**src/dtp_pkg.sv**
```systemverilog
// ----------------------------------------------------------------------------
// dtp_pkg
// Shared types and constants for the date-time digit field parser.
// ----------------------------------------------------------------------------
package dtp_pkg;

	localparam int FIELD_BITS_DEF = 16;
	localparam int NUM_FIELDS     = 6;
	localparam int IDX_BITS       = 3;

	localparam logic [IDX_BITS-1:0] LAST_IDX = IDX_BITS'(NUM_FIELDS - 1);

	localparam logic [7:0] CH_ZERO = 8'h30;
	localparam logic [7:0] CH_NINE = 8'h39;
	localparam logic [7:0] CH_NUL  = 8'h00;

	typedef enum logic [3:0] {
		PH_IDLE = 4'b0001,
		PH_RUN  = 4'b0010,
		PH_SKIP = 4'b0100,
		PH_DONE = 4'b1000
	} phase_t;

	function automatic logic is_digit(input logic [7:0] b);
		is_digit = (b >= CH_ZERO) && (b <= CH_NINE);
	endfunction

endpackage

```
**src/dtp_digit_acc.sv**
```systemverilog
// ----------------------------------------------------------------------------
// dtp_digit_acc
// Saturating decimal accumulate: acc * 10 + digit, clipped at all ones.
// ----------------------------------------------------------------------------
module dtp_digit_acc #(
	parameter int FIELD_BITS = dtp_pkg::FIELD_BITS_DEF
) (
	input  logic [FIELD_BITS-1:0] acc,
	input  logic [7:0]            char_code,
	output logic [FIELD_BITS-1:0] acc_next
);

	localparam int WIDE = FIELD_BITS + 4;

	logic [WIDE-1:0] acc_w;
	logic [WIDE-1:0] sum_w;
	logic [3:0]      digit;

	assign digit = 4'(char_code - dtp_pkg::CH_ZERO);
	assign acc_w = WIDE'(acc);
	// times ten as two shifts
	assign sum_w = (acc_w << 3) + (acc_w << 1) + WIDE'(digit);
	assign acc_next = (|sum_w[WIDE-1:FIELD_BITS]) ? '1 : sum_w[FIELD_BITS-1:0];

endmodule

```
**src/datetime_digit_field_parser.sv**
```systemverilog
// ----------------------------------------------------------------------------
// datetime_digit_field_parser
// Collects six decimal digit runs (year .. second) from a zero-terminated
// byte stream and reports success or failure once per settled string.
// ----------------------------------------------------------------------------
//  channel | signals                      | direction | content
//  --------+------------------------------+-----------+------------------------
//  in      | in_valid, in_ready           | sink      | char_code
//  out     | out_valid, out_ready         | source    | ok, year .. second
//
// one byte per cycle while in_ready is high; the parse state updates on the byte
// transfer and any verdict lands in the result register at that same edge, so
// out_valid rises in the cycle after the byte that settles the string
// in_ready is high whenever the result register is empty or being drained,
// so a stalled output holds off input only while a verdict waits
// reset clears the parse state, the field store and the result valid flag
module datetime_digit_field_parser #(
	parameter int FIELD_BITS = dtp_pkg::FIELD_BITS_DEF
) (
	input  logic                  clk,
	input  logic                  arst_n,
	input  logic                  in_valid,
	output logic                  in_ready,
	input  logic [7:0]            char_code,
	output logic                  out_valid,
	input  logic                  out_ready,
	output logic                  ok,
	output logic [FIELD_BITS-1:0] year,
	output logic [FIELD_BITS-1:0] month,
	output logic [FIELD_BITS-1:0] day,
	output logic [FIELD_BITS-1:0] hour,
	output logic [FIELD_BITS-1:0] minute,
	output logic [FIELD_BITS-1:0] second
);

	localparam int NF = dtp_pkg::NUM_FIELDS;
	localparam int IB = dtp_pkg::IDX_BITS;

	dtp_pkg::phase_t       phase_q, phase_n;
	logic [FIELD_BITS-1:0] acc_q, acc_n;
	logic [IB-1:0]         count_q, count_n;
	logic [FIELD_BITS-1:0] store_q [NF];
	logic [FIELD_BITS-1:0] store_n [NF];

	logic                  res_valid_q;
	logic                  res_ok_q;
	logic [FIELD_BITS-1:0] res_field_q [NF];

	logic                  xfer;
	logic                  emit;
	logic                  emit_ok;
	logic                  digit;
	logic                  nul;
	logic [IB-1:0]         idx;
	logic [FIELD_BITS-1:0] acc_base;
	logic [FIELD_BITS-1:0] acc_add;

	assign in_ready = !res_valid_q || out_ready;
	assign xfer     = in_valid && in_ready;
	assign digit    = dtp_pkg::is_digit(char_code);
	assign nul      = (char_code == dtp_pkg::CH_NUL);
	assign idx      = (count_q > dtp_pkg::LAST_IDX) ? dtp_pkg::LAST_IDX : count_q;

	// a new run starts from zero
	assign acc_base = (phase_q == dtp_pkg::PH_RUN) ? acc_q : '0;

	dtp_digit_acc #(
		.FIELD_BITS(FIELD_BITS)
	) u_acc (
		.acc      (acc_base),
		.char_code(char_code),
		.acc_next (acc_add)
	);

	always_comb begin
		phase_n = phase_q;
		acc_n   = acc_q;
		count_n = count_q;
		store_n = store_q;
		emit    = 1'b0;
		emit_ok = 1'b0;
		case (phase_q)
			dtp_pkg::PH_IDLE: begin
				for (int i = 0; i < NF; i++) begin
					store_n[i] = '0;
				end
				acc_n   = '0;
				count_n = '0;
				if (nul) begin
					emit = 1'b1;
				end else if (!digit) begin
					phase_n = dtp_pkg::PH_DONE;
					emit    = 1'b1;
				end else begin
					acc_n   = acc_add;
					phase_n = dtp_pkg::PH_RUN;
				end
			end
			dtp_pkg::PH_RUN: begin
				if (digit) begin
					acc_n = acc_add;
				end else if (nul) begin
					phase_n = dtp_pkg::PH_IDLE;
					emit    = 1'b1;
					if (idx == dtp_pkg::LAST_IDX) begin
						store_n[idx] = acc_q;
						emit_ok      = 1'b1;
					end
				end else begin
					store_n[idx] = acc_q;
					if (idx == dtp_pkg::LAST_IDX) begin
						phase_n = dtp_pkg::PH_DONE;
						emit    = 1'b1;
						emit_ok = 1'b1;
					end else begin
						count_n = idx + IB'(1);
						phase_n = dtp_pkg::PH_SKIP;
					end
				end
			end
			dtp_pkg::PH_SKIP: begin
				if (nul) begin
					phase_n = dtp_pkg::PH_IDLE;
					emit    = 1'b1;
				end else if (digit) begin
					acc_n   = acc_add;
					phase_n = dtp_pkg::PH_RUN;
				end
			end
			dtp_pkg::PH_DONE: begin
				if (nul) begin
					phase_n = dtp_pkg::PH_IDLE;
				end
			end
			default: begin
				phase_n = dtp_pkg::PH_IDLE;
			end
		endcase
	end

	always_ff @(posedge clk or negedge arst_n) begin
		if (!arst_n) begin
			phase_q <= dtp_pkg::PH_IDLE;
			acc_q   <= '0;
			count_q <= '0;
			for (int i = 0; i < NF; i++) begin
				store_q[i] <= '0;
			end
		end else if (xfer) begin
			phase_q <= phase_n;
			acc_q   <= acc_n;
			count_q <= count_n;
			store_q <= store_n;
		end
	end

	always_ff @(posedge clk or negedge arst_n) begin
		if (!arst_n) begin
			res_valid_q <= 1'b0;
		end else if (xfer) begin
			res_valid_q <= emit;
		end else if (out_ready) begin
			res_valid_q <= 1'b0;
		end
	end

	// result payload, loaded only on a transfer that gives a verdict
	always_ff @(posedge clk) begin
		if (xfer && emit) begin
			res_ok_q    <= emit_ok;
			res_field_q <= store_n;
		end
	end

	assign out_valid = res_valid_q;
	assign ok        = res_ok_q;
	assign year      = res_field_q[0];
	assign month     = res_field_q[1];
	assign day       = res_field_q[2];
	assign hour      = res_field_q[3];
	assign minute    = res_field_q[4];
	assign second    = res_field_q[5];

endmodule
```
**config.mk**
```make
export PLATFORM = sky130hd
export DESIGN_NAME = datetime_digit_field_parser
export DESIGN_NICKNAME = d
export VERILOG_FILES = /design/src/dtp_pkg.sv /design/src/dtp_digit_acc.sv /design/src/datetime_digit_field_parser.sv
export SDC_FILE = /design/constraint.sdc
export NUM_CORES = 1
export LEC_CHECK = 0
export BUFFER_PORTS_ARGS = -buffer_cell sky130_fd_sc_hd__buf_4
export CAP_MARGIN = 20
export CORE_MARGIN = 5
export CORE_UTILIZATION = 55
export DETAILED_ROUTE_END_ITERATION = 16
export PLACE_DENSITY = 0.82
export SYNTH_ARGS = -nofsm -noshare
export SYNTH_HDL_FRONTEND = slang
export SYNTH_SLANG_ARGS = --single-unit
```
**constraint.sdc**
```tcl
create_clock -name clk -period 13.3 [get_ports clk]
set_input_delay 1.33 -clock clk [delete_from_list [all_inputs] [get_ports clk]]
set_output_delay 1.33 -clock clk [all_outputs]
set_load 0.02 [all_outputs]
```
After elaboration in Yosys (flattened, before gate mapping)
Index checks and enable logic that the tools add are counted.
{"block": "word_totals", "output_inout_bits": 99, "regBits": 217, "word_cells": 92, "inputBits": 12}
{"block": "classes", "n_lt_le_gt_ge": 5, "mux": 37, "n_eq_ne": 12, "addsub": 4, "reduce_logical": 15, "bitwise_logic": 2}
{"cell": "two-way mux 96 bit", "count": 3}
{"cell": "case mux 96 bit (2 select lines)", "count": 1}
{"cell": "two-way mux 16 bit", "count": 7}
{"cell": "bitwise mux 96 bit", "count": 1}
{"cell": "demux 16 bit (select 3 bit)", "count": 1}
{"cell": "case mux 16 bit (3 select lines)", "count": 1}
{"cell": "two-way mux 4 bit", "count": 8}
{"cell": "adder 19 x 17 -> 20 bit", "count": 1}
{"cell": "adder 20 x 4 -> 20 bit", "count": 1}
{"cell": "case mux 4 bit (4 select lines)", "count": 1}
{"cell": "two-way mux 3 bit", "count": 4}
{"cell": "inequality test 2 bit (second input constant)", "count": 6}
{"cell": "AND reduction 5 bit", "count": 2}
{"cell": "greater-or-equal comparator 8 x 6 -> 1 bit (second input constant)", "count": 1}
{"cell": "<= comparator 8 x 6 -> 1 bit (second input constant)", "count": 1}
{"cell": "logical NOT 8 bit", "count": 1}
{"cell": "two-way mux 1 bit", "count": 8}
{"cell": "case mux 3 bit (2 select lines)", "count": 1}
{"cell": "== test 4 x 1 -> 1 bit (second input constant)", "count": 1}
{"cell": "== test 4 x 2 -> 1 bit (second input constant)", "count": 1}
{"cell": "== test 4 x 3 -> 1 bit (second input constant)", "count": 1}
{"cell": "== test 4 bit (second input constant)", "count": 1}
{"cell": "greater-or-equal comparator 4 bit (second input constant)", "count": 1}
{"cell": "logical AND 1 bit", "count": 4}
{"cell": "16 further kinds", "count": 17}

Depth between registers and ports, before layout
Gate-level depths: netlist of the first run.
{"block": "logic_depth", "depth_word": 12, "depth_mapped": 16, "ltp_nobuf": 13}

By module
Synthesis of the first run repeated with hierarchy kept, for this count alone.
{"block": "unflattened", "cells_unflattened": 925, "area_unflattened_um2": 10244.8}
{"mod": "datetime_digit_field_parser", "cells_per_inst": 780, "area_per_inst_um2": 9137.5, "n_inst": 1, "seq_area_each_um2": 5916.9}
{"mod": "dtp_digit_acc", "cells_per_inst": 145, "area_per_inst_um2": 1107.3, "n_inst": 1, "seq_area_each_um2": 0.0}

Worst setup path before layout of the first run
Ideal clock, no wire load.
{"block": "synth_timing", "path_kind": "input -> register", "startpoint": "in char_code[0]", "endpoint": "reg res_field_q (netlist bit day[0]), enable pin", "required_ps": 12509, "path_buffers": 0, "stages": 6, "arrival_time_ps": 11380, "slack_ps": 1129, "setup_time_ps": 791, "cell_sequence": "nor4_1 -> and3_1 -> o21ai_0 -> a21oi_1 -> a21oi_1 -> nor4_1"}
{"block": "synth_via", "elab_chain_cells": 6, "elab_cells_between_ends": 11, "cone_classes": "2 x order compare; 6 x mux; 3 x reduce/logical"}
{"element": "start, declared", "line": "datetime_digit_field_parser.sv:24", "rtl": "input logic [7:0] char_code,"}
{"element": "greater-or-equal comparator 8 x 6 -> 1 bit / <= comparator 8 x 6 -> 1 bit (equally long branches)", "line": "dtp_pkg.sv:25", "rtl": "is_digit = (b >= CH_ZERO) && (b <= CH_NINE);"}
{"element": "logical AND 1 bit", "line": "dtp_pkg.sv:25"}
{"element": "two-way mux 1 bit", "line": "datetime_digit_field_parser.sv:91", "rtl": "end else if (!digit) begin"}
{"element": "two-way mux 1 bit", "line": "datetime_digit_field_parser.sv:89", "rtl": "if (nul) begin"}
{"element": "case mux 1 bit (3 select lines) (*)", "line": "datetime_digit_field_parser.sv:82", "rtl": "case (phase_q)"}
{"element": "logical AND 1 bit (*)", "line": "datetime_digit_field_parser.sv:169", "rtl": "if (xfer && emit) begin"}
{"element": "end signal, assigned", "line": "datetime_digit_field_parser.sv:171", "rtl": "res_field_q <= store_n;"}
{"element": "end, declared", "line": "datetime_digit_field_parser.sv:47", "rtl": "logic [FIELD_BITS-1:0] res_field_q [NF];"}
Every way passes the cells marked *; elsewhere a longest branch is shown, timed or not.
A chain may end at the register's enable or synchronous reset.

Worst setup path in the final report of the first run
{"block": "layout_timing", "startpoint": "reg phase_q[3]", "endpoint": "reg acc_q[10]"}
{"block": "layout_via", "elab_chain_cells": 9, "elab_cells_between_ends": 16, "cone_classes": "2 x add/sub; 4 x eq/ne; 7 x mux; 3 x reduce/logical"}
{"element": "start, declared", "line": "datetime_digit_field_parser.sv:39", "rtl": "dtp_pkg::phase_t phase_q, phase_n;"}
{"element": "start signal, assigned", "line": "datetime_digit_field_parser.sv:143", "rtl": "phase_q <= dtp_pkg::PH_IDLE;"}
{"element": "start signal, assigned", "line": "datetime_digit_field_parser.sv:150", "rtl": "phase_q <= phase_n;"}
{"element": "== test 4 x 2 -> 1 bit", "line": "datetime_digit_field_parser.sv:65, datetime_digit_field_parser.sv:82"}
{"element": "two-way mux 16 bit", "line": "datetime_digit_field_parser.sv:65", "rtl": "assign acc_base = (phase_q == dtp_pkg::PH_RUN) ? acc_q : '0;"}
{"element": "adder 19 x 17 -> 20 bit", "line": "dtp_digit_acc.sv:22", "rtl": "assign sum_w = (acc_w << 3) + (acc_w << 1) + WIDE'(digit);"}
{"element": "adder 20 x 4 -> 20 bit", "line": "dtp_digit_acc.sv:22"}
{"element": "OR reduction 4 bit", "line": "dtp_digit_acc.sv:23", "rtl": "assign acc_next = (|sum_w[WIDE-1:FIELD_BITS]) ? '1 : sum_w[FIELD_BITS-1:0];"}
{"element": "two-way mux 16 bit", "line": "dtp_digit_acc.sv:23"}
{"element": "two-way mux 16 bit, on equally long branches", "line": "datetime_digit_field_parser.sv:100, datetime_digit_field_parser.sv:125, datetime_digit_field_parser.sv:91"}
{"element": "two-way mux 16 bit, on equally long branches", "line": "datetime_digit_field_parser.sv:122, datetime_digit_field_parser.sv:89"}
{"element": "case mux 16 bit (3 select lines)", "line": "datetime_digit_field_parser.sv:82"}
{"element": "end signal, assigned", "line": "datetime_digit_field_parser.sv:151", "rtl": "acc_q <= acc_n;"}
{"element": "end, declared", "line": "datetime_digit_field_parser.sv:40", "rtl": "logic [FIELD_BITS-1:0] acc_q, acc_n;"}
Several ways; a longest one is shown, not always the timed one. The select of a mux whose other input is x is not followed.

==> flow_metrics.py, run 1 <==
metrics = {
    "cts": {
        "cts.hold.buffers_added": 0,
        "cts_resized": 0,
        "cts_root_buffer": "clkbuf_16",
        "post_cts_buffers": 0,
        "clockBufferDepth": 3,
        "cts_made_buffers": 21,
        "count_of_h_tree_levels_built_during_cts": 1,
        "worstSkewPairLatency_ps": 490,
        "cts.sinks": 217,
        "tritoncts_clock_tree": "yes",
        "clk_pin_slew_ps": 60,
    },
    "grt": {
        "pin_count_of_the_biggest_net_entering_global_routing": 100,
        "grt_pass1_wl_um": 40900,
        "globalRouteTotalUtil": 0.235,
        "grt_antenna_before_repair": 0,
        "gr-total-overflow": 0,
        "via_count_of_the_first_global_routing_pass": 7480,
    },
    "synthesis": {
        "synth_seq_area_share": 0.583,
        "synth.yosys.warnings": 0,
        "post_synth_num_cell_types": 61,
        "synth-seq-cells": 217,
        "synth_fa_ha_area_frac": 0.0434,
        "synthesis.area_mm2": 0.0102,
        "yosysTopAreaCellShare": 0.293,
        "synth_simple_gate_area_frac": 0.170,
        "synth-async-reset-ratio": 0.553,
        "synthXorXnorAreaFrac": 0.0129,
        "synth-edff-count": 97,
        "postSynth.topFlopCell": "dfrtp_1",
        "syn-instance-count": 946,
        "synth_top_cell_by_area": "dfrtp_1",
        "synth_top_family_by_area": "simple AND/OR/NAND/NOR gates",
        "yosys-top-cells-area": "dfrtp_1 (29%), edfxtp_1 (29%), a22o_1 (8.3%), nand2_1 (8.2%), ha_1 (3.9%)",
        "synth_compound_area_frac": 0.159,
        "syn-num-nets": 992,
        "mux_cell_area_share_after_synthesis": 0.00111,
        "postSynthAreaPerCell_um2": 10.7,
    },
    "detailed_routing": {
        "number_of_design_rule_violations_left_by_the_first_detailed_router_iteration": 802,
        "antenna_left": 0,
        "routed_wl_um": 25600,
        "detail_route.vias_per_cell": 6.12,
        "post_drt_wl_per_cell_um": 20.2,
        "route.vias.total": 7753,
        "detail_route.first_pass.iterations": 6,
        "route.detailed.drc": 0,
    },
    "timing": {
        "rsz0062_at_grt": "false",
        "worst-slew-pin-transition_ps": 1050,
        "fmax_ghz": 0.222,
        "clock_skew_ps": 11.1,
        "fin_crit_sh": 0.339,
        "setup_viol_count_final": 0,
        "relSlewSlack": 0.295,
        "report.final.hold_viol_count": 0,
        "fin_setup_tns_ps": 0,
        "post-route-min-period_ps": 4510,
        "worst_hold_slack_after_final_layout_ps": 493,
        "max_slew_vio_count": 0,
    },
    "worst_setup_path": {
        "reg2reg_from": "phase_q[3]",
        "crit_path_top_delay_cell": "a311oi_2",
        "startpoint_type": "register",
        "path_max_fanout": 21,
        "crit_arrival_ps": 4920,
        "crit_path_cell_trace": "nor4b_4 > buf_4 > and2_1 > fa_1 > ha_1 > a211o_1 > a2111oi_2 > or3_1 > a21oi_1 > a311oi_2 > nor4_1 > o21ai_0",
        "critical_path_class": "register to register",
        "worst_setup_path_startpoint": "phase_q[3]",
        "worstSetupEndpointType": "register",
        "worst-r2r-cell-count": 12,
        "worst_path_largest_cell_delay_ps": 810,
        "regToRegEndpoint": "acc_q[10]",
        "critPathCapture": "acc_q[10]",
        "reg2reg_slack_ps": 8790,
        "critPathRequiredTime_ps": 13700,
    },
    "run": {
        "drv_cap": 0,
    },
    "floorplan": {
        "start_util": 0.561,
        "std_cell_rows": 49,
        "die_w_um": 146,
        "die_area_mm2": 0.0213,
        "top_level_ports": 111,
        "die_y_um": 146,
        "core_area_mm2": 0.0181,
    },
    "finish": {
        "area_growth_syn_to_layout_pct": 15.6,
        "drive_above_1_share": 0.162,
        "layout_net_count": 1070,
        "layout.cells.most_common": "nand2_1",
        "leading_cell_types_in_the_layout_fill_and_taps_excluded": "nand2_1 (222), buf_4 (124), dfrtp_1 (119), edfxtp_1 (97), a22o_1 (96)",
        "register_area_mm2": 0.00592,
        "insertedDiodeCount": 0,
        "fillerInstances": 1352,
        "multi_input_area_mm2": 0.00392,
    },
    "outcome": {
        "run_status": "completed",
    },
    "worst_hold_path": {
        "tightest_hold_check_type": "register to register",
    },
    "power_and_ir_drop": {
        "cellLeakagePower_uw": 0.00521,
        "power_per_cell_area_mw_per_mm2": 134,
        "worst_ir_drop_vdd_mv": 0.0697,
    },
    "placement": {
        "gp_congestion": 0.885,
        "port-buffer-count": 110,
        "place.detailed.hpwl_um": 16100,
    },
}
registers in the layout (all words and copies together), names as in the netlist:
name       cells
out_valid      1
hour          16
phase_q        4
store_q       96
month         16
acc_q         16
count_q        3
day           16
second        16
year          16
minute        16
ok             1
per-stage QoR:
stage | cells | util | setup slack (ps) | power [uW] | area, um^2
2_1_floorplan | 946 | - | 1130 | 955 | 10200
3_3_place_gp | 1221 | 0.611 | 8700 | 1030 | 11000
3_5_place_dp | 1222 | 0.611 | 8590 | 1040 | 11000
4_1_cts | 1258 | 0.644 | 8840 | 1570 | 11600
5_1_grt | 1266 | 0.649 | 8440 | 1630 | 11700
6_report | 1266 | 0.649 | 8790 | 1570 | 11700
worst max-delay path: cells and delay by family (launching register included):
kind / cells / cell delay [ps]
AO/OA/AOI/OAI: 5 / 1950
buffers and inverters: 1 / 250
flip-flops: 1 / 520
adder cells (fa/ha/maj): 2 / 790
AND/OR/NAND/NOR: 4 / 900
Yosys cell counts, types with 6 or more instances:
cell	instances
inv_1	9
a21oi_1	13
buf_2	7
a22o_1	96
edfxtp_1	97
ha_1	32
xnor2_1	11
clkbuf_1	57
nand3_1	52
o21ai_0	72
nand2_1	222
o21ai_1	6
nor2_1	21
dfrtp_1	119
and2_1	22
a21o_1	10
nor4_1	16
power by group:
| group | switching [uW] | internal, uW | total, uW | leakage [uW] |
|---|---|---|---|---|
| Clock | 238 | 298 | 536 | 0.000288 |
| Combinational | 194 | 72.8 | 267 | 0.00235 |
| Sequential | 24.6 | 747 | 772 | 0.00258 |
cells by family after synthesis:
group	after synthesis
xor+xnor	15
fa+ha+maj	34
mux	1
buf+inv	81
flops	217
compound gates	225
simple gates	373
final cells by class:
class / instances / share of cell area
tap: 229 / 0.0244
clock inverter: 5 / 0.00213
clock buffer: 31 / 0.0488
multi-input combinational: 648 / 0.334
inverter: 10 / 0.00320
sequential: 217 / 0.504
timing repair buffer: 126 / 0.0830
layer usage:
metal / track usage / vias up / share of wire
met1: 0.327 / 3751 / 0.40
met4: 0.0817 / 0 / 0.028
met5: 0 / - / 0
li1: - / 3567 / -
met2: 0.377 / 380 / 0.48
met3: 0.0389 / 55 / 0.087
how the worst min path moves through the flow:
stage,startpoint,endpoint,cells after the start
2_1_floorplan,store_q[95],store_q[95],2
3_3_place_gp,store_q[95],store_q[95],2
3_5_place_dp,store_q[25],store_q[25],1
4_1_cts,store_q[95],store_q[95],2
5_1_grt,store_q[20],store_q[20],1
6_report,store_q[95],store_q[95],2
Power figures use the tool's default switching activity.
==> run 2: changes to the inputs <==
--- a/config.mk
+++ b/config.mk
@@ -5,6 +5,7 @@
 export SDC_FILE = /design/constraint.sdc
 export NUM_CORES = 1
 export LEC_CHECK = 0
+export ABC_AREA = 1
 export BUFFER_PORTS_ARGS = -buffer_cell sky130_fd_sc_hd__buf_4
 export CAP_MARGIN = 20
 export CORE_MARGIN = 5
==> constraint.sdc (replaced) <==
create_clock -name clk -period 4.7 [get_ports clk]
set_input_delay 0.47 -clock clk [delete_from_list [all_inputs] [get_ports clk]]
set_output_delay 0.47 -clock clk [all_outputs]
set_load 0.02 [all_outputs]
==> flow_metrics.py, run 2 <==
metrics = {
    "outcome": {
        "run_status": "completed",
    },
    "power_and_ir_drop": {
        "power_frac_comb": 0.240,
        "cellLeakagePower_uw": 0.00609,
        "power_per_cell_area_mw_per_mm2": 429,
        "fraction_of_power_spent_switching_nets": 0.321,
        "power.internal_uw": 3670,
        "worst_ir_drop_vdd_mv": 0.201,
        "clkPwrFrac": 0.313,
        "power.sequential.fraction": 0.446,
        "psw_uw": 1740,
    },
    "synthesis": {
        "synth_fa_ha_area_frac": 0.0404,
        "synth.yosys.warnings": 0,
        "synth_top_family_by_area": "simple AND/OR/NAND/NOR gates",
        "synth_common_cells": "nand2_1 (494), inv_1 (154), dfrtp_1 (119)",
        "synth-edff-count": 97,
        "yosysTopAreaCellShare": 0.273,
        "synth_top_cell_by_area": "dfrtp_1",
        "synth_seq_area_share": 0.543,
        "synth-seq-cells": 217,
        "synthesis.area_mm2": 0.0109,
        "synthXorXnorAreaFrac": 0.00803,
        "mux_cell_area_share_after_synthesis": 0,
        "syn-num-nets": 1330,
        "post-synth-top-count-cell": "nand2_1",
        "postSynth.topFlopCell": "dfrtp_1",
        "yosys-top-cells-area": "dfrtp_1 (27%), edfxtp_1 (27%), nand2_1 (17%), inv_1 (5.3%), ha_1 (3.7%)",
        "syn-instance-count": 1284,
        "postSynthAreaPerCell_um2": 8.49,
        "synth_compound_area_frac": 0.0760,
        "synth-async-reset-ratio": 0.553,
        "post_synth_num_cell_types": 44,
        "synth_simple_gate_area_frac": 0.254,
    },
    "finish": {
        "layout_net_count": 1423,
        "leading_cell_types_in_the_layout_fill_and_taps_excluded": "nand2_1 (494), inv_1 (154), dfrtp_1 (119), buf_4 (116), edfxtp_1 (97)",
        "drive_above_1_share": 0.141,
        "layout.cells.most_common": "nand2_1",
        "finalCoreUtilization": 0.647,
        "max_flop_register": "store_q",
        "area_growth_syn_to_layout_pct": 15.5,
        "insertedDiodeCount": 0,
        "largest_register_ff_count": 96,
    },
    "placement": {
        "place.detailed.hpwl_um": 18500,
        "port-buffer-count": 110,
        "gp_congestion": 0.950,
    },
    "cts": {
        "clockBufferDepth": 3,
        "post_cts_buffers": 0,
        "cts.hold.buffers_added": 1,
        "count_of_h_tree_levels_built_during_cts": 1,
        "cts.sinks": 217,
        "cts_root_buffer": "clkbuf_16",
        "worstSkewPairLatency_ps": 500,
        "clk_pin_slew_ps": 70,
        "tritoncts_clock_tree": "yes",
        "cts_made_buffers": 22,
        "cts_resized": 0,
    },
    "worst_setup_path": {
        "path_max_fanout": 21,
        "worstSetupEndpointType": "register",
        "startpoint_type": "register",
        "critical_path_class": "register to register",
        "crit_arrival_ps": 4330,
        "critPathRequiredTime_ps": 5090,
        "worst-r2r-cell-count": 20,
    },
    "timing": {
        "rsz0062_at_grt": "false",
        "fin_crit_sh": 0.840,
        "relSlewSlack": 0.301,
        "clock_skew_ps": 7.70,
        "max_slew_vio_count": 0,
        "worst-slew-pin-transition_ps": 1040,
        "fmax_ghz": 0.253,
        "setup_viol_count_final": 0,
        "fin_setup_tns_ps": 0,
        "report.final.hold_viol_count": 0,
        "post-route-min-period_ps": 3950,
    },
    "grt": {
        "gr-total-overflow": 0,
        "grt_antenna_before_repair": 0,
        "via_count_of_the_first_global_routing_pass": 8430,
        "grt_pass1_wl_um": 43200,
        "pin_count_of_the_biggest_net_entering_global_routing": 86,
        "globalRouteTotalUtil": 0.239,
    },
    "worst_hold_path": {
        "tightest_hold_check_type": "input port to register",
        "timing.hold.worst_path_depth": 5,
    },
    "floorplan": {
        "top_level_ports": 111,
        "core_area_mm2": 0.0195,
        "start_util": 0.560,
        "die_area_mm2": 0.0227,
        "std_cell_rows": 51,
        "die_y_um": 151,
        "die_w_um": 151,
    },
    "run": {
        "drv_cap": 0,
    },
    "detailed_routing": {
        "number_of_design_rule_violations_left_by_the_first_detailed_router_iteration": 827,
        "post_drt_wl_per_cell_um": 16.4,
        "route.vias.total": 8982,
        "antenna_left": 0,
        "route.detailed.drc": 0,
        "detail_route.first_pass.iterations": 5,
        "routed_wl_um": 27200,
        "detail_route.vias_per_cell": 5.42,
    },
}
-- run 2: cell count changes after synthesis, sizes merged, moves of 6 or more --
| cell | before | now |
|---|---|---|
| a21o | 10 | 0 |
| a22o | 96 | 0 |
| a31oi | 4 | 16 |
| and2 | 22 | 1 |
| buf | 14 | 34 |
| clkbuf | 57 | 15 |
| inv | 9 | 162 |
| nand2 | 223 | 500 |
| nand3 | 52 | 76 |
| nor2 | 23 | 78 |
| nor4 | 17 | 0 |
| o21ai | 78 | 85 |
| o22ai | 0 | 18 |
| xnor2 | 11 | 5 |
-- run 2: cells by family (layout without fill, tap and decap cells) --
logic type | Yosys count | after routing
AOI/OAI and AO/OA | 142 | 142
xor gates and xnor gates | 10 | 10
adders and majority gates | 34 | 34
buffers and inverters | 211 | 320
DFF | 217 | 217
and+or+nand+nor | 670 | 670
-- run 2: worst paths after layout --
check                        startpoint           to  slack [ps]
max in group asynchronous        arst_n  store_q[59]        3220
hold reg to reg                acc_q[8]     acc_q[8]         480
hold / removal             char_code[0]     acc_q[0]         310
min in group asynchronous        arst_n  store_q[87]         490
setup / recovery             phase_q[0]     acc_q[6]         750
setup reg to reg             phase_q[0]     acc_q[6]         750
-- run 2: critical path, cell delays in order (launching register included) --
cell,delay (ps)
dfstp_2,540
inv_1,90
nand2_1,110
nor2_4,50
inv_2,310
nor2_2,150
fa_1,560
inv_1,70
fa_1,450
inv_1,70
nand2_1,50
nand2_1,90
nand3_1,80
nand2_1,120
nand2_1,80
nand3_1,80
nand2_1,60
nor2_2,550
nand3_1,150
nand2_1,110
nand2_1,60
-- run 2: per-stage QoR --
| step | hold slack [ps] | area, um^2 | cells | worst slack [ps] | total power, uW |
|---|---|---|---|---|---|
| after floorplan | 174 | 10900 | 1284 | 596 | 3240 |
| after global placement | 463 | 11900 | 1617 | 958 | 3700 |
| after detailed placement | 465 | 11900 | 1617 | 865 | 3750 |
| after CTS | 301 | 12600 | 1658 | 794 | 5420 |
| after global routing | 360 | 12600 | 1658 | 487 | 5620 |
| final | 311 | 12600 | 1658 | 754 | 5410 |
-- run 2: final cells by class --
| type | count | area [um^2] |
|---|---|---|
| Clock buffer | 25 | 593 |
| Clock inverter | 15 | 108 |
| Fill cell | 1550 | 6870 |
| Inverter | 162 | 611 |
| Multi-Input combinational cell | 856 | 4130 |
| Sequential cell | 217 | 5920 |
| Tap cell | 265 | 332 |
| Timing Repair Buffer | 118 | 901 |
-- run 2: power groups by stage --
stage / registers [uW] / logic, uW / clock network, uW
after CTS: 2410 / 1310 / 1700
after global placement: 2440 / 1260 / 0
after floorplan: 2650 / 588 / 0
after global routing: 2430 / 1400 / 1790
final: 2410 / 1300 / 1690
after detailed placement: 2450 / 1300 / 0
-- run 2: layer usage --
metal	part of all wire	up-vias	GRT usage
li1	-	4289	-
met5	0	-	0
met2	0.46	399	0.372
met3	0.081	75	0.0350
met4	0.039	0	0.0966
met1	0.42	4219	0.341
==> run 3: changes to the inputs <==
==> constraint.sdc (replaced) <==
create_clock -name clk -period 3.7 [get_ports clk]
set_input_delay 0.37 -clock clk [delete_from_list [all_inputs] [get_ports clk]]
set_output_delay 0.37 -clock clk [all_outputs]
set_load 0.02 [all_outputs]
==> flow_metrics.py, run 3 (synthesized netlist as in run 2, its figures left out) <==
metrics = {
    "outcome": {
        "run_status": "completed",
    },
    "power_and_ir_drop": {
        "fraction_of_power_spent_switching_nets": 0.324,
        "cellLeakagePower_uw": 0.00615,
        "power_frac_comb": 0.245,
        "power.internal_uw": 4560,
        "power.sequential.fraction": 0.454,
        "power_per_cell_area_mw_per_mm2": 531,
        "clkPwrFrac": 0.301,
        "worst_ir_drop_vdd_mv": 0.261,
        "psw_uw": 2180,
    },
    "floorplan": {
        "die_area_mm2": 0.0227,
        "core_area_mm2": 0.0195,
        "die_y_um": 151,
        "start_util": 0.560,
        "die_w_um": 151,
        "top_level_ports": 111,
        "std_cell_rows": 51,
    },
    "worst_hold_path": {
        "hold_start": "char_code[0]",
        "tightest_hold_check_type": "input port to register",
    },
    "finish": {
        "insertedDiodeCount": 0,
        "layout.cells.non_filler": 1672,
        "layout.cells.most_common": "nand2_1",
        "fillerInstances": 1526,
        "largest_register_ff_count": 96,
        "max_flop_register": "store_q",
        "finalCoreUtilization": 0.652,
        "leading_cell_types_in_the_layout_fill_and_taps_excluded": "nand2_1 (494), inv_1 (154), buf_4 (127), dfrtp_1 (119), edfxtp_1 (97)",
        "drive_above_1_share": 0.148,
        "layout_net_count": 1437,
        "area_growth_syn_to_layout_pct": 16.4,
        "finalInstanceArea_mm2": 0.0127,
    },
    "cts": {
        "cts.sinks": 217,
        "cts_made_buffers": 22,
        "cts_resized": 0,
        "clk_pin_slew_ps": 60,
        "worstSkewPairLatency_ps": 510,
        "tritoncts_clock_tree": "yes",
        "clockBufferDepth": 3,
        "count_of_h_tree_levels_built_during_cts": 1,
        "cts_root_buffer": "clkbuf_16",
    },
    "timing": {
        "rsz0062_at_grt": "false",
        "final.setup.worst_slack_ps": 265,
        "fin_crit_sh": 0.928,
        "post-route-min-period_ps": 3440,
        "relSlewSlack": 0.262,
        "fin_setup_tns_ps": 0,
        "fmax_ghz": 0.291,
        "max_slew_vio_count": 0,
        "report.final.hold_viol_count": 0,
        "setup_viol_count_final": 0,
        "clock_skew_ps": 16.1,
        "worst-slew-pin-transition_ps": 1100,
    },
    "placement": {
        "place.detailed.hpwl_um": 18800,
        "gp_congestion": 0.939,
        "placed_inst_area_mm2": 0.0120,
        "placed_cells_incl_taps": 1630,
        "port-buffer-count": 110,
        "place_ws_ps": 154,
    },
    "worst_setup_path": {
        "crit_path_cell_trace": "inv_1 > nand2_1 > nor2_4 > inv_2 > nor2_2 > fa_1 > inv_1 > fa_1 > inv_1 > nand2_1 > nand2_1 > nand3_1 > nand2_1 > nand2_1 > nand3_1 > nand2_1 > nor2_2 > buf_4 > nand3_1 > nand2_1 > nand2_1",
        "worst_path_largest_cell_delay_ps": 570,
        "cp.buffers_inverters": 5,
        "cpMostUsedCell": "nand2_1",
        "reg2reg_from": "phase_q[0]",
        "worstSetupEndpointType": "register",
        "crit_path_top_delay_cell": "fa_1",
        "crit_family": "simple AND/OR/NAND/NOR gates",
        "worst_setup_path_startpoint": "phase_q[0]",
        "crit_arrival_ps": 3820,
        "critPathRequiredTime_ps": 4090,
        "path_max_fanout": 16,
        "critical_path_class": "register to register",
        "startpoint_type": "register",
    },
    "detailed_routing": {
        "routed_wl_um": 27100,
        "antenna_left": 0,
        "number_of_design_rule_violations_left_by_the_first_detailed_router_iteration": 913,
        "post_drt_wl_per_cell_um": 16.2,
        "detail_route.first_pass.iterations": 6,
        "detail_route.vias_per_cell": 5.46,
        "route.detailed.drc": 0,
        "route.vias.total": 9129,
    },
    "grt": {
        "globalRouteTotalUtil": 0.241,
        "via_count_of_the_first_global_routing_pass": 8625,
        "gr-total-overflow": 0,
        "grt_antenna_before_repair": 0,
        "grt_pass1_wl_um": 43600,
        "pin_count_of_the_biggest_net_entering_global_routing": 79,
    },
    "run": {
        "drv_cap": 0,
    },
}
-- run 3: cell count changes in the layout (fill, tap and decap cells not counted) --
cell,change
buf_12,+3
clkinv_1,-3
clkinvlp_4,+2
inv_8,+1
inv_6,-2
clkbuf_1,+5
clkinv_8,+1
clkinv_4,-1
clkbuf_16,-1
clkbuf_8,-1
bufinv_16,-1
buf_4,+11
-- run 3: area by class of cell --
type / instances / area [um^2] / area share
Inverter: 162 / 611 / 0.0481
Sequential cell: 217 / 5920 / 0.466
Clock buffer: 28 / 573 / 0.0452
Timing Repair Buffer: 132 / 1040 / 0.0822
Clock inverter: 12 / 82.6 / 0.00651
Tap cell: 265 / 332 / 0.0261
Multi-Input combinational cell: 856 / 4130 / 0.326
-- run 3: power groups by stage --
stage / Combinational (uW) / Sequential, uW / Clock, uW
2_1_floorplan: 751 / 3360 / 0
3_3_place_gp: 1620 / 3100 / 0
3_5_place_dp: 1650 / 3100 / 0
4_1_cts: 1660 / 3060 / 2060
5_1_grt: 1790 / 3090 / 2160
6_report: 1650 / 3060 / 2030
-- run 3: stage by stage --
step / total power [uW] / hold WS (ps)
final: 6740 / 201
after global routing: 7050 / 210
after CTS: 6780 / 185
after detailed placement: 4760 / 465
after global placement: 4720 / 462
after floorplan: 4110 / 74.4
-- run 3: worst register-to-register path, delay by kind of cell, from the launching register on --
family,cells,cell delay [ps]
and+or+nand+nor,14,1130
adders and majority gates,2,1020
DFF,1,540
buffers and inverters,5,620
-- run 3: path summary, 6_finish.rpt --
kind,end,slack [ps],cells past startpoint
min reg2reg,acc_q[13],480,2
max in group asynchronous,store_q[47],2390,3
min in group asynchronous,store_q[84],490,2
max reg2reg,acc_q[7],260,21
min,acc_q[0],200,5
max,acc_q[7],260,21
-- run 3: what timing repair did --
item | in CTS | in global routing
hold buffers | 1 | 0
endpoints found under the setup margin | 0 | 16
endpoints found under the hold margin | 24 | 0
setup buffers | 0 | 1
-- run 3: routing by layer --
metal	wire length, um	track usage	part of all wire	up-vias
met5	0	0	0	-
met4	960	0.0961	0.035	0
met3	2450	0.0278	0.090	78
met2	12800	0.383	0.47	424
met1	10900	0.341	0.40	4303
li1	-	-	-	4324
